$ cat src/rtl/core/pect_ram.sv
// generic single-write, single-read memory with registered read data
module pect_ram #(
  parameter int WIDTH = 8,
  parameter int DEPTH = 16,
  localparam int AW   = $clog2(DEPTH)
) (
  input  logic             clk_i,
  input  logic             we_i,
  input  logic [AW-1:0]    waddr_i,
  input  logic [WIDTH-1:0] wdata_i,
  input  logic [AW-1:0]    raddr_i,
  output logic [WIDTH-1:0] rdata_o
);

  logic [WIDTH-1:0] mem_q [DEPTH];
  logic [WIDTH-1:0] rdata_q;

  // write port and registered read port
  always_ff @(posedge clk_i) begin
    if (we_i) begin
      mem_q[waddr_i] <= wdata_i;
    end
    rdata_q <= mem_q[raddr_i];
  end

  assign rdata_o = rdata_q;

endmodule

$ cat config.mk
export PLATFORM = sky130hd
export DESIGN_NAME = pect_ram
export DESIGN_NICKNAME = d
export VERILOG_FILES = /design/src/rtl/core/pect_ram.sv
export SDC_FILE = /design/constraint.sdc
export NUM_CORES = 1
export LEC_CHECK = 0
export BUFFER_PORTS_ARGS = -buffer_cell sky130_fd_sc_hd__buf_2
export CORE_AREA = 2 2 123 101
export CTS_CLUSTER_DIAMETER = 50
export DETAILED_ROUTE_END_ITERATION = 16
export DIE_AREA = 0 0 125 103
export GPL_ROUTABILITY_DRIVEN = 0
export PLACE_DENSITY = 0.63
export SYNTH_ARGS = -nofsm -noshare
export SYNTH_HDL_FRONTEND = slang
export SYNTH_SLANG_ARGS = --single-unit
$ cat constraint.sdc
create_clock -name clk_i -period 2.3 [get_ports clk_i]
set_clock_uncertainty 0.1 [all_clocks]
set_input_delay 0.23 -clock clk_i [delete_from_list [all_inputs] [get_ports clk_i]]
set_output_delay 0.23 -clock clk_i [all_outputs]
set_load 0.01 [all_outputs]
==> results by group <==
Outcome
  – Status: finished, final reports clean

Logic synthesis
  – Flops & latches, synth: 136
  – Synth Instances: 229
  – Synth Area per Inst: 22.5 um2
  – Syn_nets: 247
  – Post-Syn Area: 5150 um2
  – Yosys warns: 0
  – Post-synth cell types: 19
  – Sequential fraction of the synthesis area: 0.778

Worst setup path
  – Largest stage delay on the critical path: 0.54 ns
  – Crit Path Class: register to register
  – Worst Path Arrival: 1.67 ns
  – Critical path, cell by cell: mux4_1 > a22oi_1 > nand2_1
  – Crit start category: register
  – Slowest CP cell: mux4_1
  – Largest fanout on the critical path: 1
  – Delay-heaviest family, CP: multiplexers
  – WP buf/inv: 0
  – Setup crit end kind: register
  – Required time worst endpoint: 2.50 ns

Timing
  – Period utilisation layout: 0.640
  – Final Max Slew Viols: 0
  – Setup TNS: 0 ns
  – RSZ-0062 raised after global routing: no
  – Final count of negative-setup-slack endpoints: 0
  – Tmin final: 1.47 ns
  – Worst-Margin Slew: 0.664 ns
  – Final hold violation count: 0
  – Max_slew headroom: 0.556
  – Max Freq: 680 MHz
  – Final Hold Slack: 0.102 ns

Placement
  – Post-DP Area: 5550 um2
  – Input/output buffers: 25
  – Inst Count DP: 417
  – Detailed Place HPWL: 6420 um

Floorplan
  – Core area: 11800 um2
  – Io pins: 26
  – Initial Utilization: 0.436
  – Row count: 36
  – Die boundary height: 103 um
  – Die width: 125 um
  – DIE AREA: 12900 um2

Global routing
  – Total track usage: 0.168
  – Total gr overflow: 0
  – Largest net degree at the start of global routing: 33
  – First-pass GRT wire length: 14900 um
  – Antenna violations before repair: 0
  – Vias in the first global route: 2410

Clock network
  – # clock sinks: 136
  – Num CTS Buffers: 17
  – Hold_buf cts: 0
  – CTS tree: built
  – Clock Pin Slew Worst Setup and Hold Paths: 0.06 ns
  – CTS resizes: 0
  – CTS Buffer Depth: 2
  – CTS H-Tree Depth: 4
  – Root buffer cell: clkbuf_16
  – Setup bufs post-CTS: 0
  – Worst-Skew Late Latency: 0.41 ns

Cells and area
  – Final Instance Area: 6140 um2
  – Finished Layout Cells: 449
  – ANT cells: 0
  – Area growth, synth to finish: 19.3%
  – FF+latch area: 4000 um2
  – Final Net Count: 302
  – Multi-input logic area: 1060 um2
  – Filler Cell Count: 936
  – Most frequent cells in the layout: edfxtp_1 (128), buf_2 (25), buf_4 (20)
  – Commonest non-fill, non-tap cell in the layout: edfxtp_1
  – Share of layout cells above drive strength 1: 0.320

Min path
  – Hold Crit Class: input pin to register

Route
  – 1st-pass router iterations: 4
  – Post-DRT Antenna Nets: 0
  – Total Wirelength: 10100 um
  – Via count: 2452
  – Drt via density: 5.46
  – # DRC: 0
  – WL per Instance: 22.5 um
  – DRT iter0 DRCs: 272

Power and ir drop
  – PwrDens: 928 nW/um2
  – Peak VDD IR: 0.528 mV
  – P_leak: 2.09 nW
  – Total power: 5.70 mW

Job
  – Max cap viols: 0
[cell families (layout without fill, tap and decap cells)]
family | count (synthesis) | in the layout | share of synthesized area
DFF | 136 | 136 | 0.778
and+or+nand+nor | 35 | 35 | 0.0318
muxes | 32 | 32 | 0.150
AOI/OAI and AO/OA | 16 | 16 | 0.0233
buffers and inverters | 10 | 78 | 0.0168
[registers in the layout, indices dropped and copies added, names as in the netlist]
register and flops:
mem_q 128, rdata_o 8
[final cells by class]
| cell class | instances | share of cell area |
|---|---|---|
| multi-input combinational | 83 | 0.172 |
| clock buffer | 21 | 0.0766 |
| timing repair buffer | 46 | 0.0481 |
| tap | 152 | 0.0310 |
| sequential | 136 | 0.652 |
| clock inverter | 11 | 0.0198 |
[worst paths after layout]
path	from	to	slack (ns)	cells after the start
worst max-delay path	mem_q[1][3]$_DFFE_PP_	rdata_o[3]$_DFF_P_	0.83	3
worst min-delay path	wdata_i[4]	mem_q[11][4]$_DFFE_PP_	0.10	1
worst max register to register	mem_q[1][3]$_DFFE_PP_	rdata_o[3]$_DFF_P_	0.83	3
worst min register to register	mem_q[14][1]$_DFFE_PP_	rdata_o[1]$_DFF_P_	0.58	3
[Yosys cell counts]
| master | instances | area [um2] |
|---|---|---|
| a22oi_1 | 16 | 120 |
| and2_1 | 1 | 6.26 |
| and2b_1 | 1 | 7.51 |
| buf_2 | 3 | 15.0 |
| buf_4 | 1 | 7.51 |
| buf_6 | 3 | 33.8 |
| clkdlybuf4s25_2 | 3 | 30.0 |
| dfxtp_1 | 8 | 160 |
| edfxtp_1 | 128 | 3840 |
| mux4_1 | 14 | 368 |
| mux4_2 | 18 | 405 |
| nand2_1 | 9 | 33.8 |
| nand2b_1 | 2 | 12.5 |
| nand3_1 | 1 | 5.00 |
| nand3b_1 | 2 | 15.0 |
| nor2_1 | 13 | 48.8 |
| nor2b_1 | 1 | 6.26 |
| nor3_1 | 4 | 20.0 |
| or3b_2 | 1 | 8.76 |
[through the flow]
step | setup slack [ns] | util
after CTS | 0.804 | 0.520
after floorplan | 0.477 | -
after global placement | 0.481 | 0.470
after global routing | 0.773 | 0.520
final | 0.829 | 0.520
after detailed placement | 0.469 | 0.470
[metal layers]
metal | share of wire | track usage | up-vias
met4 | 0.0090 | 0.0667 | 0
met1 | 0.47 | 0.245 | 1270
li1 | - | - | 1089
met3 | 0.066 | 0.0457 | 10
met2 | 0.45 | 0.243 | 83
met5 | 0 | 0 | -
[where the power goes]
| part | switching, mW | internal [mW] |
|---|---|---|
| combinational | 0.151 | 0.111 |
| clock | 0.971 | 1.68 |
| sequential | 0.0182 | 2.77 |
No activity file was read; power rests on OpenSTA's default activity.
