**src/rtl/core/pect_pkg.sv**
```systemverilog
// shared types, constants and helpers for the polygon ear-clipping triangulator
package pect_pkg;

  localparam int MAX_VERTICES = 64;
  localparam int COORD_WIDTH  = 16;

  localparam int IDX_W  = $clog2(MAX_VERTICES);
  localparam int CNT_W  = $clog2(MAX_VERTICES + 1);
  localparam int DIFF_W = COORD_WIDTH + 1;
  localparam int PROD_W = 2 * DIFF_W;
  localparam int TURN_W = PROD_W + 1;
  localparam int SUM_W  = TURN_W + IDX_W;
  localparam int PT_W   = 2 * COORD_WIDTH;

  typedef logic signed [COORD_WIDTH-1:0] coord_t;
  typedef logic [IDX_W-1:0]              idx_t;
  typedef logic [CNT_W-1:0]              cnt_t;

  typedef struct packed {
    coord_t x;
    coord_t y;
  } pt_t;

  // sign of a cross product, two's complement style
  typedef enum logic [1:0] {
    SGN_ZERO = 2'b00,
    SGN_POS  = 2'b01,
    SGN_NEG  = 2'b11
  } sgn_e;

  typedef enum logic [1:0] {
    ST_OK          = 2'd0,
    ST_OVERFLOW    = 2'd1,
    ST_NO_PROGRESS = 2'd2
  } status_e;

  typedef enum logic [4:0] {
    S_IDLE, S_START,
    S_TP_INIT, S_TP_RD, S_TP_DAT, S_TP_WAIT, S_TP_END,
    S_FAN_RD0, S_FAN_D0, S_FAN_RD, S_FAN_D,
    S_CW_RD0, S_CW_D0, S_CW_RD1, S_CW_D1, S_CW_RD, S_CW_NX,
    S_IN_RD, S_IN_D, S_IN_OP, S_IN_W,
    S_CW_KEEP, S_CW_ADV, S_CW_LAST,
    S_EMIT, S_FIN, S_ERR_FLUSH, S_ERR_PUT
  } state_e;

  typedef struct packed {
    logic valid;
    pt_t  a;
    pt_t  b;
    pt_t  c;
  } turn_req_t;

  typedef struct packed {
    logic                    valid;
    sgn_e                    sign;
    logic signed [SUM_W-1:0] value;
  } turn_rsp_t;

  typedef struct packed {
    logic [1:0] we;
    idx_t       addr;
    pt_t        data;
  } pt_wr_t;

  typedef struct packed {
    logic we;
    idx_t addr;
    sgn_e data;
  } sgn_wr_t;

  function automatic sgn_e sign_of(input logic signed [SUM_W-1:0] z);
    sgn_e s;
    if (z < 0) s = SGN_NEG;
    else if (z != 0) s = SGN_POS;
    else s = SGN_ZERO;
    return s;
  endfunction

  function automatic logic signed [DIFF_W-1:0] ext_coord(input coord_t v);
    return {v[COORD_WIDTH-1], v};
  endfunction

endpackage

```
**src/rtl/core/pect_turn.sv**
```systemverilog
// three-stage exact cross product (turn) unit
module pect_turn import pect_pkg::*; (
  input  logic      clk_i,
  input  logic      rst_ni,
  input  turn_req_t req_i,
  output turn_rsp_t rsp_o
);

  logic signed [DIFF_W-1:0] dx1_q, dy1_q, dy0_q, dx2_q;
  logic signed [PROD_W-1:0] p1_q, p2_q;
  logic signed [TURN_W-1:0] z_q;
  logic [2:0]               vld_q;
  logic signed [SUM_W-1:0]  z_ext;

  // valid pipeline
  always_ff @(posedge clk_i or negedge rst_ni) begin
    if (!rst_ni) begin
      vld_q <= '0;
    end else begin
      vld_q <= {vld_q[1:0], req_i.valid};
    end
  end

  // differences, products, final subtract
  always_ff @(posedge clk_i) begin
    dx1_q <= ext_coord(req_i.b.x) - ext_coord(req_i.a.x);
    dy1_q <= ext_coord(req_i.c.y) - ext_coord(req_i.b.y);
    dy0_q <= ext_coord(req_i.b.y) - ext_coord(req_i.a.y);
    dx2_q <= ext_coord(req_i.c.x) - ext_coord(req_i.b.x);
    p1_q  <= dx1_q * dy1_q;
    p2_q  <= dy0_q * dx2_q;
    z_q   <= TURN_W'(p1_q) - TURN_W'(p2_q);
  end

  assign z_ext       = SUM_W'(z_q);
  assign rsp_o.valid = vld_q[2];
  assign rsp_o.value = z_ext;
  assign rsp_o.sign  = sign_of(z_ext);

endmodule

```
**config.mk**
```make
export PLATFORM = sky130hd
export DESIGN_NAME = pect_turn
export DESIGN_NICKNAME = d
export VERILOG_FILES = /design/src/rtl/core/pect_pkg.sv /design/src/rtl/core/pect_turn.sv
export SDC_FILE = /design/constraint.sdc
export NUM_CORES = 2
export LEC_CHECK = 0
export BUFFER_PORTS_ARGS = -buffer_cell sky130_fd_sc_hd__buf_4
export CORE_ASPECT_RATIO = 1.1
export CORE_MARGIN = 8
export CORE_UTILIZATION = 50
export CTS_CLUSTER_DIAMETER = 40
export CTS_CLUSTER_SIZE = 14
export DETAILED_ROUTE_END_ITERATION = 7
export PLACE_DENSITY = 0.7
export SLEW_MARGIN = 20
export SYNTH_ARGS = -nofsm -noshare
export SYNTH_HDL_FRONTEND = slang
export SYNTH_SLANG_ARGS = --single-unit
```
**constraint.sdc**
```tcl
create_clock -name clk_i -period 6.3 [get_ports clk_i]
set_input_delay 0.63 -clock clk_i [delete_from_list [all_inputs] [get_ports clk_i]]
set_output_delay 0.63 -clock clk_i [all_outputs]
set_load 0.005 [all_outputs]
```
==> key figures <==
Yosys
  • Sequential element share of the synthesized area: a little under an eighth
  • Yosys reg bits: 174
  • Multiplexer share of the synthesized area: 0.0335%
  • Largest family of logic cells by synthesized area: adder cells
  • Post-Synth Simple-Gate Area: 15.2%
  • Mapped Nets: 4183
  • Xor/xnor share of the synthesized area: 4.14%
  • Synth Area in Compound Gates: 7.58%
  • Syn Inst Count: 3219
  • Yosys warnings: 0
  • Synth Flop Type: dfxtp_1
  • Number of synthesized flops with an enable pin: 0
  • Synth Area in Adders: 51.3%
  • Cell variety after synth: 69
  • Fraction of registers with async set/reset: 1.72%
  • Avg Cell Area, Syn: 9.28 µm²
  • Synth Cell Area: 29900 µm²

Clocking
  • H-tree Lvls: 4
  • CTS Buf Count: 17
  • Num Clock Sinks: 174
  • Worst-path clk slew: roughly 0.08 ns
  • CTS tree: yes
  • CTS Root Buffer Type: clkbuf_16
  • Clock Path Buffers: 2
  • Clk_lat worst skew: 0.48 ns

Detailed routing
  • Routed WL: 75900 µm
  • Routed Antenna Nets: 0
  • Residual DRC: 0
  • Per-cell routed wire length: 18.1 µm
  • Post-DR vias/cell: 5.23
  • Initial drt markers: 1146
  • Via count: 21870
  • Detailed Routing Iterations Pass 1: 5

Global routing
  • GRT busiest layer: met2
  • Grt met1 use: 29.0%
  • Grt met2 use: 39.1%
  • Gr usage total: 23.2%
  • M3 GR Usage: 4.88%
  • Vias in the first global route: 23753
  • Initial antenna violation count: 2
  • GRT Residual Overflow: 0
  • Largest net degree at the start of global routing: 20
  • First-pass GRT wire length: 123000 µm

STA
  • Clk_skew: ~0.0075 ns
  • Final period util: a little over nine tenths
  • Final Critical Period: 6.09 ns
  • Setup_tns: 0 ns
  • Slew of the pin with the lowest slew margin: 1.03 ns
  • Max Transition Viols Final: 0
  • Setup violators final: 0
  • Hold slack: 0.258 ns
  • Fmax: 0.164 GHz
  • Rel. slew slack: 30.9%
  • Fin. Hold Viols: 0
  • RSZ-0062 raised after global routing: no
  • Final worst setup slack: 0.209 ns

Worst setup path
  • Worst Path Arrival: 6.51 ns
  • Length in cells of the worst reg-to-reg path: 20
  • WP data required: 6.72 ns
  • CP Launch Point: dx1_q[6]
  • CP Capture Type: register
  • Reg2reg start: dx1_q[6]
  • CP Launch Type: register
  • WS Path Type: register to register
  • Worst R2R End: p1_q[33]
  • Worst setup path end: p1_q[33]
  • Slack of the worst reg-to-reg path: 0.21 ns
  • Worst-path fanout max: 9

Floorplanning
  • Chip Height: 272 µm
  • Initial Utilization: 50.3%
  • Full die area: 67800 µm²
  • Row count: 94
  • Total core area: 59400 µm²
  • Die W: 249 µm
  • # IOs: between 100 and 150

Layout
  • Commonest non-fill, non-tap cell in the layout: inv_1
  • Fill cell count: ~5300
  • Final nets: 4364
  • Commonest cells after routing, fill and taps aside: inv_1 (707), fa_1 (596), nand2_1 (320)
  • Share of cells above drive strength 1: 9.90%
  • Area delta synth->final: 10.8%
  • Non-filler cells, final: 4182

Placed design
  • Dpl ws: -0.0144 ns
  • Dpl cells: between 4000 and 5000
  • IO buf count: roughly 140
  • Dpl hpwl: 65700 µm
  • GPL Wtd Cong: 0.952

Flow run
  • Max_cap viols: 0

Min path
  • Hold Crit Class: input port to register
  • Hold path cells: 1

Run status
  • Status: finished clean
[timing repair]
item / in CTS / in global routing
pin swaps: 0 / 7
gates resized for setup: 1 / 47
endpoints found under the setup margin: 2 / 13
hold endpoints to repair: 3 / 0
hold buffers: 1 / 0
setup buffers: 0 / 3
[metal layers]
metal  vias to the layer above  routed length, µm
met5                         -                  7
met4                         2               3250
met3                       144               4800
met2                       660              35600
met1                     10882              32200
li1                      10182                  -
[state kept, by name, indices dropped and copies added (netlist names)]
register and count:
z_q 35, p1_q 34, p2_q 34, dx1_q 17
dx2_q 17, dy0_q 17, dy1_q 17, vld_q 3
[cell families (layout without fill, tap and decap cells)]
group           Yosys count  after routing
xor+xnor                141            141
other cells               0              1
mux                       1              1
compound gates          333            333
buf+inv                 793            987
simple gates            912            912
flops                   174            174
fa+ha+maj               865            865
[stage by stage]
stage,area (µm²),util (%)
CTS,33000,55.5
finish,33100,55.7
floorplan,29900,-
global route,33100,55.7
detailed placement,32300,54.4
global placement,32300,54.4
[cell usage after synthesis (all sizes together) (41+ instances only)]
master,instances,area (µm²)
a21oi,100,508
and2,297,1860
clkbuf,74,278
dfxtp,171,3420
fa,597,12000
ha,268,3350
inv,708,2660
nand2,320,1200
nor2,122,458
nor3,41,205
o21ai,52,268
xnor2,118,1030
[final cells by class]
cell class | count | area, µm² | share of cell area, %
multi-input cells | 2252 | 23400 | 70.7
flip-flops and latches | 174 | 3550 | 10.7
inverters | 708 | 2660 | 8.04
repair buffers | 247 | 1900 | 5.74
well taps | 768 | 961 | 2.90
clock buffers | 17 | 425 | 1.29
clock inverters | 15 | 188 | 0.567
diodes | 1 | 2.50 | 0.00756
[critical path, cell delays in order (launching register included)]
cell       delay [ns]
dfxtp_4          0.40
buf_4            0.19
and2_1           0.17
fa_1             0.51
inv_1            0.05
fa_1             0.47
fa_1             0.50
fa_1             0.56
inv_1            0.05
fa_1             0.48
inv_1            0.05
fa_1             0.47
inv_1            0.04
ha_1             0.35
nor2b_1          0.19
a211oi_4         0.30
o2111ai_4        0.20
a2111oi_4        0.47
o21ai_2          0.14
a221oi_2         0.28
xnor2_1          0.14
[how the worst min path moves through the flow]
stage | startpoint | to | slack, ns
after floorplan | rst_ni | vld_q[0] | 0.33
after global placement | vld_q[0] | vld_q[1] | 0.34
after detailed placement | vld_q[0] | vld_q[1] | 0.34
after CTS | req_i[96] | vld_q[0] | 0.23
after global routing | req_i[96] | vld_q[0] | 0.23
final | req_i[96] | vld_q[0] | 0.26
Power is not shown: default switching activity piles up to over one toggle a cycle in this logic, so the estimate is an artifact.
