--- config.mk ---
export PLATFORM = sky130hd
export DESIGN_NAME = pect_seq_flat
export DESIGN_NICKNAME = d
export VERILOG_FILES = /design/src/rtl/core/pect_pkg.sv /design/src/rtl/core/pect_vtx_if.sv /design/src/rtl/core/pect_tri_if.sv /design/src/rtl/core/pect_seq.sv /design/src/flat_wrapper.sv
export SDC_FILE = /design/constraint.sdc
export NUM_CORES = 1
export LEC_CHECK = 0
export BUFFER_PORTS_ARGS = -buffer_cell sky130_fd_sc_hd__buf_4
export CAP_MARGIN = 40
export CORE_MARGIN = 4
export CORE_UTILIZATION = 54
export DETAILED_ROUTE_END_ITERATION = 8
export GPL_TIMING_DRIVEN = 0
export PLACE_DENSITY = 0.76
export SETUP_SLACK_MARGIN = 0.2
export SYNTH_ARGS = -nofsm -noshare
export SYNTH_HDL_FRONTEND = slang
export SYNTH_SLANG_ARGS = --single-unit
--- constraint.sdc ---
create_clock -name clk_i -period 9.75 [get_ports clk_i]
set_clock_uncertainty 0.2 [all_clocks]
set_input_delay 0 -clock clk_i [delete_from_list [all_inputs] [get_ports clk_i]]
set_output_delay 0 -clock clk_i [all_outputs]
set_load 0.02 [all_outputs]
--- src/rtl/core/pect_pkg.sv ---
// shared types, constants and helpers for the polygon ear-clipping triangulator
package pect_pkg;

  localparam int MAX_VERTICES = 64;
  localparam int COORD_WIDTH  = 16;

  localparam int IDX_W  = $clog2(MAX_VERTICES);
  localparam int CNT_W  = $clog2(MAX_VERTICES + 1);
  localparam int DIFF_W = COORD_WIDTH + 1;
  localparam int PROD_W = 2 * DIFF_W;
  localparam int TURN_W = PROD_W + 1;
  localparam int SUM_W  = TURN_W + IDX_W;
  localparam int PT_W   = 2 * COORD_WIDTH;

  typedef logic signed [COORD_WIDTH-1:0] coord_t;
  typedef logic [IDX_W-1:0]              idx_t;
  typedef logic [CNT_W-1:0]              cnt_t;

  typedef struct packed {
    coord_t x;
    coord_t y;
  } pt_t;

  // sign of a cross product, two's complement style
  typedef enum logic [1:0] {
    SGN_ZERO = 2'b00,
    SGN_POS  = 2'b01,
    SGN_NEG  = 2'b11
  } sgn_e;

  typedef enum logic [1:0] {
    ST_OK          = 2'd0,
    ST_OVERFLOW    = 2'd1,
    ST_NO_PROGRESS = 2'd2
  } status_e;

  typedef enum logic [4:0] {
    S_IDLE, S_START,
    S_TP_INIT, S_TP_RD, S_TP_DAT, S_TP_WAIT, S_TP_END,
    S_FAN_RD0, S_FAN_D0, S_FAN_RD, S_FAN_D,
    S_CW_RD0, S_CW_D0, S_CW_RD1, S_CW_D1, S_CW_RD, S_CW_NX,
    S_IN_RD, S_IN_D, S_IN_OP, S_IN_W,
    S_CW_KEEP, S_CW_ADV, S_CW_LAST,
    S_EMIT, S_FIN, S_ERR_FLUSH, S_ERR_PUT
  } state_e;

  typedef struct packed {
    logic valid;
    pt_t  a;
    pt_t  b;
    pt_t  c;
  } turn_req_t;

  typedef struct packed {
    logic                    valid;
    sgn_e                    sign;
    logic signed [SUM_W-1:0] value;
  } turn_rsp_t;

  typedef struct packed {
    logic [1:0] we;
    idx_t       addr;
    pt_t        data;
  } pt_wr_t;

  typedef struct packed {
    logic we;
    idx_t addr;
    sgn_e data;
  } sgn_wr_t;

  function automatic sgn_e sign_of(input logic signed [SUM_W-1:0] z);
    sgn_e s;
    if (z < 0) s = SGN_NEG;
    else if (z != 0) s = SGN_POS;
    else s = SGN_ZERO;
    return s;
  endfunction

  function automatic logic signed [DIFF_W-1:0] ext_coord(input coord_t v);
    return {v[COORD_WIDTH-1], v};
  endfunction

endpackage

--- src/rtl/core/pect_vtx_if.sv ---
// vertex request channel
interface pect_vtx_if import pect_pkg::*; ();
  logic   valid;
  logic   ready;
  coord_t vertex_x;
  coord_t vertex_y;
  logic   last_vertex;

  modport source (output valid, vertex_x, vertex_y, last_vertex, input ready);
  modport sink   (input valid, vertex_x, vertex_y, last_vertex, output ready);
endinterface

--- src/rtl/core/pect_tri_if.sv ---
// triangle result channel
interface pect_tri_if import pect_pkg::*; ();
  logic       valid;
  logic       ready;
  coord_t     corner_a_x;
  coord_t     corner_a_y;
  coord_t     corner_b_x;
  coord_t     corner_b_y;
  coord_t     corner_c_x;
  coord_t     corner_c_y;
  logic       final_result;
  logic       no_triangle;
  logic [1:0] status;

  modport source (output valid, corner_a_x, corner_a_y, corner_b_x, corner_b_y,
                  corner_c_x, corner_c_y, final_result, no_triangle, status,
                  input ready);
  modport sink   (input valid, corner_a_x, corner_a_y, corner_b_x, corner_b_y,
                  corner_c_x, corner_c_y, final_result, no_triangle, status,
                  output ready);
endinterface

--- src/rtl/core/pect_seq.sv ---
// sequencer: vertex loading, turn passes, fan split, ear clipping and result queue
module pect_seq import pect_pkg::*; (
  input  logic      clk_i,
  input  logic      rst_ni,
  pect_vtx_if.sink  vtx_i,
  pect_tri_if.source tri_o,
  output turn_req_t turn_req_o,
  input  turn_rsp_t turn_rsp_i,
  output pt_wr_t    pt_wr_o,
  output idx_t      pt_raddr_o,
  input  pt_t       bank0_rdata_i,
  input  pt_t       bank1_rdata_i,
  output sgn_wr_t   sgn_wr_o,
  output idx_t      sgn_raddr_o,
  input  sgn_e      sgn_rdata_i
);

  state_e state_q, state_d, ret_q, ret_d;
  cnt_t   cnt_q, cnt_d, n_q, n_d, i_q, i_d, nxt_q, nxt_d, m_q, m_d;
  logic   ovf_q, ovf_d, bank_q, bank_d;
  logic [1:0] k_q, k_d;
  pt_t    pa_q, pa_d, pb_q, pb_d, f_q, f_d, q1_q, q1_d, q2_q, q2_d, pt_q, pt_d;
  pt_t    ta_q, ta_d, tb_q, tb_d, tc_q, tc_d;
  pt_t    pend_a_q, pend_a_d, pend_b_q, pend_b_d, pend_c_q, pend_c_d;
  pt_t    out_a_q, out_a_d, out_b_q, out_b_d, out_c_q, out_c_d;
  logic signed [SUM_W-1:0] sum_q, sum_d;
  logic   seen_pos_q, seen_pos_d, seen_neg_q, seen_neg_d, seen_zero_q, seen_zero_d;
  sgn_e   all_q, all_d, d_q, d_d, s0_q, s0_d, s1_q, s1_d;
  status_e status_q, status_d, out_status_q, out_status_d;
  logic   pend_v_q, pend_v_d, out_v_q, out_v_d;
  logic   out_final_q, out_final_d, out_none_q, out_none_d;

  logic   vtx_acc, out_free, convex_c, inside_c, last_scan, cw_end;
  pt_t    cur;
  sgn_e   all_c;
  cnt_t   i_m2, nxt_p1, nxt_m1, m_p1;

  assign vtx_acc   = vtx_i.valid && vtx_i.ready;
  assign out_free  = !out_v_q || tri_o.ready;
  assign cur       = bank_q ? bank1_rdata_i : bank0_rdata_i;
  assign all_c     = sign_of(sum_q);
  assign inside_c  = (s0_q == s1_q) && (s1_q == turn_rsp_i.sign);
  assign last_scan = (i_q + cnt_t'(1)) == n_q;
  assign i_m2      = i_q - cnt_t'(2);
  assign nxt_p1    = nxt_q + cnt_t'(1);
  assign nxt_m1    = nxt_q - cnt_t'(1);
  assign m_p1      = m_q + cnt_t'(1);
  assign cw_end    = nxt_p1 == (n_q - cnt_t'(1));

  // every inner turn agrees with the sign of the sum
  always_comb begin
    case (all_c)
      SGN_POS:  convex_c = !seen_neg_q && !seen_zero_q;
      SGN_NEG:  convex_c = !seen_pos_q && !seen_zero_q;
      SGN_ZERO: convex_c = !seen_pos_q && !seen_neg_q;
      default:  convex_c = 1'b0;
    endcase
  end

  // next state
  always_comb begin
    state_d = state_q;
    case (state_q)
      S_IDLE:      if (vtx_acc && vtx_i.last_vertex) state_d = S_START;
      S_START: begin
        if (ovf_q) state_d = S_ERR_FLUSH;
        else if (cnt_q <= cnt_t'(2)) state_d = S_FIN;
        else state_d = S_TP_INIT;
      end
      S_TP_INIT:   state_d = S_TP_RD;
      S_TP_RD:     state_d = S_TP_DAT;
      S_TP_DAT:    state_d = (i_q >= cnt_t'(2)) ? S_TP_WAIT : S_TP_RD;
      S_TP_WAIT:   if (turn_rsp_i.valid) state_d = last_scan ? S_TP_END : S_TP_RD;
      S_TP_END:    state_d = convex_c ? S_FAN_RD0 : S_CW_RD0;
      S_FAN_RD0:   state_d = S_FAN_D0;
      S_FAN_D0:    state_d = S_FAN_RD;
      S_FAN_RD:    state_d = S_FAN_D;
      S_FAN_D:     state_d = (i_q < cnt_t'(2)) ? S_FAN_RD : S_EMIT;
      S_CW_RD0:    state_d = S_CW_D0;
      S_CW_D0:     state_d = S_CW_RD1;
      S_CW_RD1:    state_d = S_CW_D1;
      S_CW_D1:     state_d = S_CW_RD;
      S_CW_RD:     state_d = S_CW_NX;
      S_CW_NX:     state_d = (sgn_rdata_i == all_q) ? S_IN_RD : S_CW_KEEP;
      S_IN_RD:     state_d = S_IN_D;
      S_IN_D:      state_d = S_IN_OP;
      S_IN_OP:     state_d = S_IN_W;
      S_IN_W: begin
        if (turn_rsp_i.valid) begin
          if (k_q == 2'd2) begin
            if (inside_c) state_d = S_CW_KEEP;
            else if (last_scan) state_d = S_EMIT;
            else state_d = S_IN_RD;
          end else begin
            state_d = S_IN_OP;
          end
        end
      end
      S_CW_KEEP:   state_d = S_CW_ADV;
      S_CW_ADV:    state_d = cw_end ? S_CW_LAST : S_CW_RD;
      S_CW_LAST: begin
        if (m_p1 >= n_q) state_d = S_ERR_FLUSH;
        else if (m_p1 > cnt_t'(2)) state_d = S_TP_INIT;
        else state_d = S_FIN;
      end
      S_EMIT:      if (!pend_v_q || out_free) state_d = ret_q;
      S_FIN:       if (out_free) state_d = S_IDLE;
      S_ERR_FLUSH: if (!pend_v_q || out_free) state_d = S_ERR_PUT;
      S_ERR_PUT:   if (out_free) state_d = S_IDLE;
      default:     state_d = S_IDLE;
    endcase
  end

  // datapath and memory port control
  always_comb begin
    ret_d = ret_q;  cnt_d = cnt_q;  n_d = n_q;  i_d = i_q;  nxt_d = nxt_q;  m_d = m_q;
    ovf_d = ovf_q;  bank_d = bank_q;  k_d = k_q;
    pa_d = pa_q;  pb_d = pb_q;  f_d = f_q;  q1_d = q1_q;  q2_d = q2_q;  pt_d = pt_q;
    ta_d = ta_q;  tb_d = tb_q;  tc_d = tc_q;
    pend_a_d = pend_a_q;  pend_b_d = pend_b_q;  pend_c_d = pend_c_q;  pend_v_d = pend_v_q;
    sum_d = sum_q;  seen_pos_d = seen_pos_q;  seen_neg_d = seen_neg_q;
    seen_zero_d = seen_zero_q;
    all_d = all_q;  d_d = d_q;  s0_d = s0_q;  s1_d = s1_q;  status_d = status_q;
    out_v_d = out_v_q && !tri_o.ready;
    out_a_d = out_a_q;  out_b_d = out_b_q;  out_c_d = out_c_q;
    out_final_d = out_final_q;  out_none_d = out_none_q;  out_status_d = out_status_q;

    turn_req_o  = '0;
    pt_wr_o     = '0;
    pt_raddr_o  = '0;
    sgn_wr_o    = '0;
    sgn_raddr_o = '0;

    case (state_q)
      S_IDLE: begin
        if (vtx_acc) begin
          if (cnt_q < cnt_t'(MAX_VERTICES)) begin
            pt_wr_o.we     = 2'b01;
            pt_wr_o.addr   = cnt_q[IDX_W-1:0];
            pt_wr_o.data.x = vtx_i.vertex_x;
            pt_wr_o.data.y = vtx_i.vertex_y;
            cnt_d          = cnt_q + cnt_t'(1);
          end else begin
            ovf_d = 1'b1;
          end
        end
      end
      S_START: begin
        n_d      = cnt_q;
        cnt_d    = '0;
        ovf_d    = 1'b0;
        bank_d   = 1'b0;
        status_d = ST_OVERFLOW;
      end
      // turn pass over the current points
      S_TP_INIT: begin
        i_d         = '0;
        sum_d       = '0;
        seen_pos_d  = 1'b0;
        seen_neg_d  = 1'b0;
        seen_zero_d = 1'b0;
      end
      S_TP_RD: pt_raddr_o = i_q[IDX_W-1:0];
      S_TP_DAT: begin
        pa_d = pb_q;
        pb_d = cur;
        if (i_q >= cnt_t'(2)) begin
          turn_req_o.valid = 1'b1;
          turn_req_o.a     = pa_q;
          turn_req_o.b     = pb_q;
          turn_req_o.c     = cur;
        end else begin
          i_d = i_q + cnt_t'(1);
        end
      end
      S_TP_WAIT: begin
        if (turn_rsp_i.valid) begin
          sgn_wr_o.we   = 1'b1;
          sgn_wr_o.addr = i_m2[IDX_W-1:0];
          sgn_wr_o.data = turn_rsp_i.sign;
          sum_d         = sum_q + turn_rsp_i.value;
          if (turn_rsp_i.sign == SGN_POS) seen_pos_d = 1'b1;
          if (turn_rsp_i.sign == SGN_NEG) seen_neg_d = 1'b1;
          if (turn_rsp_i.sign == SGN_ZERO) seen_zero_d = 1'b1;
          i_d = i_q + cnt_t'(1);
        end
      end
      S_TP_END: all_d = all_c;
      // fan split from the first point
      S_FAN_RD0: pt_raddr_o = '0;
      S_FAN_D0: begin
        pa_d = cur;
        i_d  = cnt_t'(1);
      end
      S_FAN_RD: pt_raddr_o = i_q[IDX_W-1:0];
      S_FAN_D: begin
        pb_d = cur;
        i_d  = i_q + cnt_t'(1);
        if (i_q >= cnt_t'(2)) begin
          ta_d  = pa_q;
          tb_d  = pb_q;
          tc_d  = cur;
          ret_d = last_scan ? S_FIN : S_FAN_RD;
        end
      end
      // clip walk, kept points go to the other bank
      S_CW_RD0: pt_raddr_o = '0;
      S_CW_D0: begin
        f_d          = cur;
        pt_wr_o.we   = bank_q ? 2'b01 : 2'b10;
        pt_wr_o.addr = '0;
        pt_wr_o.data = cur;
        m_d          = cnt_t'(1);
        nxt_d        = cnt_t'(1);
      end
      S_CW_RD1: pt_raddr_o = idx_t'(1);
      S_CW_D1:  q1_d = cur;
      S_CW_RD: begin
        pt_raddr_o  = nxt_p1[IDX_W-1:0];
        sgn_raddr_o = nxt_m1[IDX_W-1:0];
      end
      S_CW_NX: begin
        q2_d = cur;
        d_d  = sgn_rdata_i;
        i_d  = '0;
      end
      // containment scan over all points
      S_IN_RD: pt_raddr_o = i_q[IDX_W-1:0];
      S_IN_D: begin
        pt_d = cur;
        k_d  = 2'd0;
      end
      S_IN_OP: begin
        turn_req_o.valid = 1'b1;
        turn_req_o.c     = pt_q;
        case (k_q)
          2'd0: begin
            turn_req_o.a = q1_q;
            turn_req_o.b = q2_q;
          end
          2'd1: begin
            turn_req_o.a = f_q;
            turn_req_o.b = q1_q;
          end
          default: begin
            turn_req_o.a = q2_q;
            turn_req_o.b = f_q;
          end
        endcase
      end
      S_IN_W: begin
        if (turn_rsp_i.valid) begin
          k_d = k_q + 2'd1;
          if (k_q == 2'd0) s0_d = turn_rsp_i.sign;
          if (k_q == 2'd1) s1_d = turn_rsp_i.sign;
          if (k_q == 2'd2 && !inside_c) begin
            i_d = i_q + cnt_t'(1);
            if (last_scan) begin
              ta_d  = f_q;
              tb_d  = q1_q;
              tc_d  = q2_q;
              ret_d = S_CW_ADV;
            end
          end
        end
      end
      S_CW_KEEP: begin
        if (d_q != SGN_ZERO) begin
          pt_wr_o.we   = bank_q ? 2'b01 : 2'b10;
          pt_wr_o.addr = m_q[IDX_W-1:0];
          pt_wr_o.data = q1_q;
          m_d          = m_p1;
          f_d          = q1_q;
        end
      end
      S_CW_ADV: begin
        q1_d  = q2_q;
        nxt_d = nxt_p1;
      end
      S_CW_LAST: begin
        pt_wr_o.we   = bank_q ? 2'b01 : 2'b10;
        pt_wr_o.addr = m_q[IDX_W-1:0];
        pt_wr_o.data = q1_q;
        if (m_p1 >= n_q) begin
          status_d = ST_NO_PROGRESS;
        end else begin
          n_d    = m_p1;
          bank_d = !bank_q;
        end
      end
      // triangle into the holding slot, older one to the output register
      S_EMIT: begin
        if (!pend_v_q || out_free) begin
          if (pend_v_q) begin
            out_v_d      = 1'b1;
            out_a_d      = pend_a_q;
            out_b_d      = pend_b_q;
            out_c_d      = pend_c_q;
            out_final_d  = 1'b0;
            out_none_d   = 1'b0;
            out_status_d = ST_OK;
          end
          pend_a_d = ta_q;
          pend_b_d = tb_q;
          pend_c_d = tc_q;
          pend_v_d = 1'b1;
        end
      end
      S_FIN: begin
        if (out_free) begin
          out_v_d      = 1'b1;
          out_final_d  = 1'b1;
          out_none_d   = !pend_v_q;
          out_status_d = ST_OK;
          out_a_d      = pend_v_q ? pend_a_q : '0;
          out_b_d      = pend_v_q ? pend_b_q : '0;
          out_c_d      = pend_v_q ? pend_c_q : '0;
          pend_v_d     = 1'b0;
        end
      end
      S_ERR_FLUSH: begin
        if (pend_v_q && out_free) begin
          out_v_d      = 1'b1;
          out_a_d      = pend_a_q;
          out_b_d      = pend_b_q;
          out_c_d      = pend_c_q;
          out_final_d  = 1'b0;
          out_none_d   = 1'b0;
          out_status_d = ST_OK;
          pend_v_d     = 1'b0;
        end
      end
      S_ERR_PUT: begin
        if (out_free) begin
          out_v_d      = 1'b1;
          out_a_d      = '0;
          out_b_d      = '0;
          out_c_d      = '0;
          out_final_d  = 1'b1;
          out_none_d   = 1'b1;
          out_status_d = status_q;
        end
      end
      default: ;
    endcase
  end

  // control registers
  always_ff @(posedge clk_i or negedge rst_ni) begin
    if (!rst_ni) begin
      state_q  <= S_IDLE;
      cnt_q    <= '0;
      ovf_q    <= 1'b0;
      pend_v_q <= 1'b0;
      out_v_q  <= 1'b0;
    end else begin
      state_q  <= state_d;
      cnt_q    <= cnt_d;
      ovf_q    <= ovf_d;
      pend_v_q <= pend_v_d;
      out_v_q  <= out_v_d;
    end
  end

  // working registers
  always_ff @(posedge clk_i) begin
    ret_q <= ret_d;  n_q <= n_d;  i_q <= i_d;  nxt_q <= nxt_d;  m_q <= m_d;
    bank_q <= bank_d;  k_q <= k_d;
    pa_q <= pa_d;  pb_q <= pb_d;  f_q <= f_d;  q1_q <= q1_d;  q2_q <= q2_d;  pt_q <= pt_d;
    ta_q <= ta_d;  tb_q <= tb_d;  tc_q <= tc_d;
    pend_a_q <= pend_a_d;  pend_b_q <= pend_b_d;  pend_c_q <= pend_c_d;
    sum_q <= sum_d;  seen_pos_q <= seen_pos_d;  seen_neg_q <= seen_neg_d;
    seen_zero_q <= seen_zero_d;
    all_q <= all_d;  d_q <= d_d;  s0_q <= s0_d;  s1_q <= s1_d;  status_q <= status_d;
    out_a_q <= out_a_d;  out_b_q <= out_b_d;  out_c_q <= out_c_d;
    out_final_q <= out_final_d;  out_none_q <= out_none_d;  out_status_q <= out_status_d;
  end

  // channel outputs
  assign vtx_i.ready        = (state_q == S_IDLE);
  assign tri_o.valid        = out_v_q;
  assign tri_o.corner_a_x   = out_a_q.x;
  assign tri_o.corner_a_y   = out_a_q.y;
  assign tri_o.corner_b_x   = out_b_q.x;
  assign tri_o.corner_b_y   = out_b_q.y;
  assign tri_o.corner_c_x   = out_c_q.x;
  assign tri_o.corner_c_y   = out_c_q.y;
  assign tri_o.final_result = out_final_q;
  assign tri_o.no_triangle  = out_none_q;
  assign tri_o.status       = out_status_q;

endmodule

--- src/flat_wrapper.sv ---
// flat-port wrapper written by rule: the top's interface ports become plain ports
module pect_seq_flat import pect_pkg::*;
  (clk_i, rst_ni, turn_req_o, turn_rsp_i, pt_wr_o, pt_raddr_o, bank0_rdata_i, bank1_rdata_i, sgn_wr_o, sgn_raddr_o, sgn_rdata_i, vtx_i_valid, vtx_i_vertex_x, vtx_i_vertex_y, vtx_i_last_vertex, vtx_i_ready, tri_o_valid, tri_o_corner_a_x, tri_o_corner_a_y, tri_o_corner_b_x, tri_o_corner_b_y, tri_o_corner_c_x, tri_o_corner_c_y, tri_o_final_result, tri_o_no_triangle, tri_o_status, tri_o_ready);
  pect_vtx_if vtx_i_i ();
  pect_tri_if tri_o_i ();
  input  logic clk_i;
  input  logic rst_ni;
  output turn_req_t turn_req_o;
  input  turn_rsp_t turn_rsp_i;
  output pt_wr_t pt_wr_o;
  output idx_t pt_raddr_o;
  input  pt_t bank0_rdata_i;
  input  pt_t bank1_rdata_i;
  output sgn_wr_t sgn_wr_o;
  output idx_t sgn_raddr_o;
  input  sgn_e sgn_rdata_i;
  input wire logic [$bits(vtx_i_i.valid)-1:0] vtx_i_valid;
  input wire logic [$bits(vtx_i_i.vertex_x)-1:0] vtx_i_vertex_x;
  input wire logic [$bits(vtx_i_i.vertex_y)-1:0] vtx_i_vertex_y;
  input wire logic [$bits(vtx_i_i.last_vertex)-1:0] vtx_i_last_vertex;
  output wire logic [$bits(vtx_i_i.ready)-1:0] vtx_i_ready;
  output wire logic [$bits(tri_o_i.valid)-1:0] tri_o_valid;
  output wire logic [$bits(tri_o_i.corner_a_x)-1:0] tri_o_corner_a_x;
  output wire logic [$bits(tri_o_i.corner_a_y)-1:0] tri_o_corner_a_y;
  output wire logic [$bits(tri_o_i.corner_b_x)-1:0] tri_o_corner_b_x;
  output wire logic [$bits(tri_o_i.corner_b_y)-1:0] tri_o_corner_b_y;
  output wire logic [$bits(tri_o_i.corner_c_x)-1:0] tri_o_corner_c_x;
  output wire logic [$bits(tri_o_i.corner_c_y)-1:0] tri_o_corner_c_y;
  output wire logic [$bits(tri_o_i.final_result)-1:0] tri_o_final_result;
  output wire logic [$bits(tri_o_i.no_triangle)-1:0] tri_o_no_triangle;
  output wire logic [$bits(tri_o_i.status)-1:0] tri_o_status;
  input wire logic [$bits(tri_o_i.ready)-1:0] tri_o_ready;
  assign vtx_i_i.valid = vtx_i_valid;
  assign vtx_i_i.vertex_x = vtx_i_vertex_x;
  assign vtx_i_i.vertex_y = vtx_i_vertex_y;
  assign vtx_i_i.last_vertex = vtx_i_last_vertex;
  assign vtx_i_ready = vtx_i_i.ready;
  assign tri_o_valid = tri_o_i.valid;
  assign tri_o_corner_a_x = tri_o_i.corner_a_x;
  assign tri_o_corner_a_y = tri_o_i.corner_a_y;
  assign tri_o_corner_b_x = tri_o_i.corner_b_x;
  assign tri_o_corner_b_y = tri_o_i.corner_b_y;
  assign tri_o_corner_c_x = tri_o_i.corner_c_x;
  assign tri_o_corner_c_y = tri_o_i.corner_c_y;
  assign tri_o_final_result = tri_o_i.final_result;
  assign tri_o_no_triangle = tri_o_i.no_triangle;
  assign tri_o_status = tri_o_i.status;
  assign tri_o_i.ready = tri_o_ready;
  pect_seq u_core (.clk_i(clk_i), .rst_ni(rst_ni), .vtx_i(vtx_i_i), .tri_o(tri_o_i), .turn_req_o(turn_req_o), .turn_rsp_i(turn_rsp_i), .pt_wr_o(pt_wr_o), .pt_raddr_o(pt_raddr_o), .bank0_rdata_i(bank0_rdata_i), .bank1_rdata_i(bank1_rdata_i), .sgn_wr_o(sgn_wr_o), .sgn_raddr_o(sgn_raddr_o), .sgn_rdata_i(sgn_rdata_i));
endmodule
==> results.cfg, run 1 <==
[logic_synthesis]
syn_inst = 2494
syn_area_per_cell_um2 = 11.3
synth_area_mm2 = 0.0282
synthFlopType = edfxtp_1
yosysSeqAreaShare = 0.623
synth-seq-cells = 587
ys_async_sr_fraction = 0.0256
synth_edf_count = 572
ys_types = 79
syn_nets = 2704
ys.warnings.count = 0

[global_routing]
grt_pass1_wl_mm = 141
antenna_found_initial = 3
overflow = 0
grt_max_degree = 35
grt_usage = 0.332
grt_pass1_vias = 22595

[critical_path]
max_stage_delay_ns = 0.78
path_class = register to output pin
crit-reg2reg-launch = u_core.sum_q[7]
startpoint_type = register
reg2reg_to = u_core.sum_q[39]
cp-end-kind = output pin
worstPathRequired_ns = 9.55
slowest_stage = o21ai_1
crit_chain = buf_2, nor2b_1, nand3_1, o21ai_1, clkbuf_1, a22oi_1, o21ai_0, buf_4
r2r_cells = 9
path_max_fanout = 10
worstPathArrival_ns = 4.42
r2r_slack_ns = 5.85

[route]
drt_first_pass_iters = 7
viasPerCell = 6.08
drtIter0Drc = 3197
wl_mm = 96.7
ant_nets = 0
num_vias = 23507
wl_per_cell_um = 25.0
remaining_drc_errors = 0

[layout]
seq_area_mm2 = 0.0176
num-nets-final = 3349
syn_to_final_growth_pct = 28.2
fin_cells = 3868
drive_gt1_frac = 0.183
fin_util = 0.701
multiInputGateArea_mm2 = 0.00979
n_fill_cell = 3769

[clock_tree]
cts_setup_buffers = 0
clock_sinks = 587
insertion_delay_ns = 0.65
cts-hold-fix-buffers = 138
cts-root-buf = clkbuf_16
cts_tree = built
cts_made_buffers = 59
clkTransAtPathRegs_ns = 0.07
h-tree-depth = 2
clockBufferDepth = 3
ctsResizeCount = 0

[hold_path]
hold_path_class = input port to register
holdPathStages = 4
holdCritStartpoint = vtx_i_valid
whs_endpoint = u_core.ovf_q

[floorplanning]
start_util = 0.547
die_area_mm2 = 0.0559
core_area_mm2 = 0.0515
die_w_um = 236
io_pins = 407
num_rows = 83
die_y_um = 236

[pwr]
combPwrFrac = 0.308
p_int_mw = 5.62
seq_power_share = 0.405
p_per_area_mw_per_mm2 = 235
max-vdd-ir-drop_mv = 0.150
power_switching_mw = 2.86
pwr-share-clk = 0.287
swShare = 0.337
power.leakage_nw = 14.0

[sta]
finalHoldViolations = 0
fin_hold_ws_ns = 0.0128
fin_crit_sh = 0.474
setup_tns_ns = 0
max_freq_mhz = 216
maxSlewHeadroom = 0.395
grt_setup_unrepaired = false
fin_ws_ns = 5.13
fin_crit_ns = 4.62
worst_pin_slew_ns = 0.883
setup_viol = 0
drv_slew = 0

[placement]
dp_cells = 3620
io_buffers = 405
dp_slack_ns = 5.93
gp_congestion = 0.970
hpwl_mm = 70.6

[job]
maxCapViolations = 0

[run_status]
status = complete, no violations
## worst max path at each step
stage	start	endpoint	slack (ns)	cells past startpoint
6_report	u_core.state_q[1]	pt_wr_o[0]	5.13	8
5_1_grt	u_core.state_q[1]	pt_wr_o[38]	5.06	8
4_1_cts	u_core.state_q[1]	pt_wr_o[38]	5.23	8
3_5_place_dp	u_core.state_q[1]	pt_wr_o[38]	5.93	8
3_3_place_gp	u_core.state_q[4]	u_core.pend_b_q[19]	-3.13	3
2_1_floorplan	u_core.state_q[2]	u_core.pend_a_q[0]	0.97	4
## final cells by class
cell class | count | area share
diodes | 4 | 0.000277
clock inverters | 36 | 0.0146
repair buffers | 584 | 0.137
flip-flops and latches | 587 | 0.486
plain buffers | 141 | 0.0160
well taps | 680 | 0.0236
clock buffers | 70 | 0.0426
multi-input cells | 1679 | 0.271
inverters | 87 | 0.00905
## cells in the final DEF, fill, tap and decap left out, types with 12 or more instances in the layout
cell and n:
edfxtp_1 572, buf_4 420, nand2_1 373, nor2_1 226
a21oi_1 220, o21ai_0 189, dlygate4sd3_1 138, clkbuf_1 121
nor2b_1 108, a22o_1 105, inv_1 85, ha_1 62
clkbuf_16 60, xnor2_1 48, mux2i_1 38, a22oi_1 34
nor3_1 32, xor2_1 31, nand3_1 27, buf_1 15
nor4_1 15, dfrtp_1 15, a21o_1 13, nand2b_1 12
nand4_1 12, bufinv_16 12
## worst max-delay path: cells and delay by family (launching register included)
family,cells,cell delay (ns)
flip-flops,1,0.39
AO/OA/AOI/OAI,3,1.23
AND/OR/NAND/NOR,2,0.93
buffers and inverters,3,1.23
## state kept, by name, indices dropped and copies added (netlist names), 32 cells and up
name / flops
u_core.f_q: 32
u_core.pa_q: 32
u_core.pb_q: 32
u_core.pend_a_q: 32
u_core.pend_b_q: 32
u_core.pend_c_q: 32
u_core.pt_q: 32
u_core.q1_q: 32
u_core.q2_q: 32
u_core.sum_q: 41
u_core.ta_q: 32
u_core.tb_q: 32
u_core.tc_q: 32
## power by group through the flow
stage          sequential, mW  clock [mW]  combinational [mW]
5_1_grt                  3.46        2.57                2.77
6_report                 3.44        2.44                2.61
4_1_cts                  3.43        2.45                2.55
3_5_place_dp             3.48           0                2.43
3_3_place_gp             3.53           0                2.30
2_1_floorplan            3.49           0                1.41
## synth_stat cells, types with 3 or more instances
library cell / instances / area share
and2_1: 5 / 0.0011
buf_2: 9 / 0.0016
nor2b_1: 108 / 0.024
a21o_1: 13 / 0.0035
o21a_1: 7 / 0.0019
nand2b_1: 12 / 0.0027
buf_1: 15 / 0.0020
or2_2: 5 / 0.0011
o211ai_1: 4 / 0.0011
nor2_1: 228 / 0.030
o31ai_1: 6 / 0.0016
dfrtp_1: 15 / 0.013
a21boi_0: 3 / 0.00080
a22oi_1: 34 / 0.0091
nand2_1: 374 / 0.050
xnor2_1: 48 / 0.015
or3_1: 5 / 0.0011
nand3_1: 27 / 0.0048
nor4_1: 15 / 0.0033
mux2i_1: 38 / 0.014
a21oi_1: 220 / 0.039
xor2_1: 31 / 0.0096
a211oi_1: 8 / 0.0021
a31oi_1: 6 / 0.0013
nand4_1: 12 / 0.0027
inv_1: 85 / 0.011
edfxtp_1: 572 / 0.61
o21bai_1: 11 / 0.0029
nor3_1: 36 / 0.0064
clkbuf_1: 111 / 0.015
o21ai_0: 190 / 0.034
ha_1: 62 / 0.028
and3_1: 10 / 0.0022
a22o_1: 105 / 0.033
o22ai_1: 6 / 0.0013
## per-stage QoR
step                total power, mW  area (um2)
floorplan                      4.90       28200
global placement               5.83       32100
detailed placement             5.90       32600
CTS                            8.43       36100
global route                   8.80       36100
finish                         8.48       36100
## per-layer routing
layer | vias up | track usage | share of wire
met5 | - | 0 | 0.00076
met4 | 2 | 0.136 | 0.047
met3 | 321 | 0.0905 | 0.12
met2 | 1643 | 0.510 | 0.45
met1 | 11201 | 0.453 | 0.38
li1 | 10340 | - | -
## cell families after synthesis
| group | count (synthesis) | share of synthesized area |
|---|---|---|
| and+or+nand+nor | 851 | 0.134 |
| AOI/OAI and AO/OA | 648 | 0.144 |
| DFF | 587 | 0.623 |
| buffers and inverters | 228 | 0.0321 |
| xor gates and xnor gates | 79 | 0.0246 |
| adders and majority gates | 63 | 0.0283 |
| muxes | 38 | 0.0135 |
Note: power is estimated with default switching activity, not from simulation.
==> run 2: changes to the inputs <==
--- a/config.mk
+++ b/config.mk
@@ -8,7 +8,7 @@
 export BUFFER_PORTS_ARGS = -buffer_cell sky130_fd_sc_hd__buf_4
 export CAP_MARGIN = 40
 export CORE_MARGIN = 4
-export CORE_UTILIZATION = 54
+export CORE_UTILIZATION = 52
 export DETAILED_ROUTE_END_ITERATION = 8
 export GPL_TIMING_DRIVEN = 0
 export PLACE_DENSITY = 0.76
==> constraint.sdc (replaced) <==
create_clock -name clk_i -period 3.9 [get_ports clk_i]
set_clock_uncertainty 0.2 [all_clocks]
set_input_delay 0 -clock clk_i [delete_from_list [all_inputs] [get_ports clk_i]]
set_output_delay 0 -clock clk_i [all_outputs]
set_load 0.02 [all_outputs]
==> run 2 against run 1 <==
  * Global-route usage shrank 0.24 points
  * Clock-buffer cell count grew 2
  * Final area is 0.81% higher
  * Non-clock buffer count grew 10
  * Sequential power is 150% higher
  * Wire length increased by 2.6%
  * Die area up 3.7%
  * Power grew 150%
  * Via count is 0.68% higher
  * Combinational power rose to 2.6 times the previous value
  * Critical endpoint is now turn_req_o[65]
  * Largest cell class unchanged
  * Largest power group unchanged
==> results.cfg, run 2 (synthesis results as in run 1) <==
[run_status]
status = complete, no violations

[sta]
max_freq_mhz = 259
worst_pin_slew_ns = 0.934
fin_crit_ns = 3.86
drv_slew = 0
setup_viol = 0
fin_crit_sh = 0.989
fin_ws_ns = 0.0417
maxSlewHeadroom = 0.375
finalHoldViolations = 0
grt_setup_unrepaired = true
fin_hold_ws_ns = 0.101

[critical_path]
cp-end-kind = output pin
critPathTopFamily = buffers and inverters
worstPathRequired_ns = 3.70
crit_chain = inv_1, ha_1, clkbuf_1, clkbuf_1, a22o_1, a21oi_1, o21ai_0, buf_4
slowest_stage = clkbuf_1
startpoint_type = register
worstPathArrival_ns = 3.66
critPathBufInv = 4
max_stage_delay_ns = 0.65
crit_top_cell = clkbuf_1
path_max_fanout = 10
path_class = register to output pin

[pwr]
max-vdd-ir-drop_mv = 0.379
power.leakage_nw = 14.1
p_per_area_mw_per_mm2 = 577

[floorplanning]
num_rows = 85
die_area_mm2 = 0.0579
core_area_mm2 = 0.0537
io_pins = 407
die_y_um = 241
die_w_um = 241
start_util = 0.524

[route]
drtIter0Drc = 3558
drt_first_pass_iters = 6
ant_nets = 0
num_vias = 23666
wl_per_cell_um = 25.5
remaining_drc_errors = 0
wl_mm = 99.2
viasPerCell = 6.07

[layout]
drive_gt1_frac = 0.194
mostFrequentLayoutCells = edfxtp_1, buf_4, nand2_1
syn_to_final_growth_pct = 29.2
fin_cells = 3896
largest_register_ffs = 41
design_area_mm2 = 0.0364
final_common_cell = edfxtp_1
largest_register = u_core.sum_q
fin_util = 0.678
num-nets-final = 3360

[hold_path]
hold_path_class = input port to register

[placement]
io_buffers = 405
dp_slack_ns = 0.0233
hpwl_mm = 71.8
dp_cells = 3629
gp_congestion = 0.943
dpl_cell_area_mm2 = 0.0328

[clock_tree]
clkTransAtPathRegs_ns = 0.06
cts-root-buf = clkbuf_16
clock_sinks = 587
insertion_delay_ns = 0.65
h-tree-depth = 2
clockBufferDepth = 3
cts_tree = built
cts_made_buffers = 59

[global_routing]
antenna_found_initial = 3
grt_max_degree = 35
overflow = 0
grt_pass1_wl_mm = 143
grt_pass1_vias = 22876
grt_usage = 0.330

[job]
maxCapViolations = 0
## run 2: cell count changes in the layout (fill, tap and decap cells not counted), moves of 7 or more
cell / delta
buf_16: +9
o21ai_0: -26
bufinv_16: -7
o21ai_1: +22
dlygate4sd3_1: +10
clkbuf_1: -12
clkbuf_2: +12
## run 2: layout make-up
type                       instances  area (um2)
multi-input combinational       1680        9940
clock buffer                      72        1530
inverter                          87         330
fill                            3976       17300
timing repair buffer             594        5190
buffer                           141         608
clock inverter                    37         370
tap                              696         871
antenna                            2        5.00
sequential                       587       17600
## run 2: final timing paths
check	startpoint	end	slack, ns	cells after the start
worst max-delay path	u_core.k_q[0]	turn_req_o[65]	0.04	8
worst min-delay path	vtx_i_valid	u_core.ovf_q	0.10	4
worst max register to register	u_core.state_q[4]	u_core.f_q[24]	0.33	7
worst min register to register	u_core.tb_q[29]	u_core.pend_b_q[29]	0.22	0
max in group asynchronous	rst_ni	u_core.cnt_q[1]	2.55	3
min in group asynchronous	rst_ni	u_core.pend_v_q	0.40	3
## run 2: power by group
part / total [mW] / switching (mW) / internal (mW)
Sequential: 8.57 / 0.468 / 8.11
Clock: 5.61 / 2.49 / 3.13
Combinational: 6.80 / 4.34 / 2.46
Total: 21.0 / 7.29 / 13.7
## run 2: metal layers
layer,vias to the layer above,global-route usage,part of all wire
met2,1676,0.511,0.45
met1,11340,0.455,0.38
li1,10395,-,-
met4,2,0.128,0.043
met5,-,0,0.00013
met3,253,0.0801,0.12
## run 2: what timing repair did
| action | CTS | global route |
|---|---|---|
| gates cloned | 1 | 0 |
| endpoints found under the setup margin | 158 | 110 |
| hold buffers | 148 | 0 |
| resized for setup | 26 | 59 |
| pin swaps | 1 | 2 |
| setup buffers | 3 | 4 |
| endpoints found under the hold margin | 308 | 0 |
## run 2: worst min-delay path, stage by stage
cell,delay (ns)
dlygate4sd3_1,0.56
buf_4,0.14
a31oi_1,0.08
nor2_1,0.08
## run 2: metrics by stage
stage | setup TNS (ns) | power, mW
4_1_cts | 0 | 20.8
3_3_place_gp | -476.28 | 14.6
5_1_grt | 0 | 21.8
2_1_floorplan | 0 | 12.3
3_5_place_dp | 0 | 14.9
6_report | 0 | 21.0
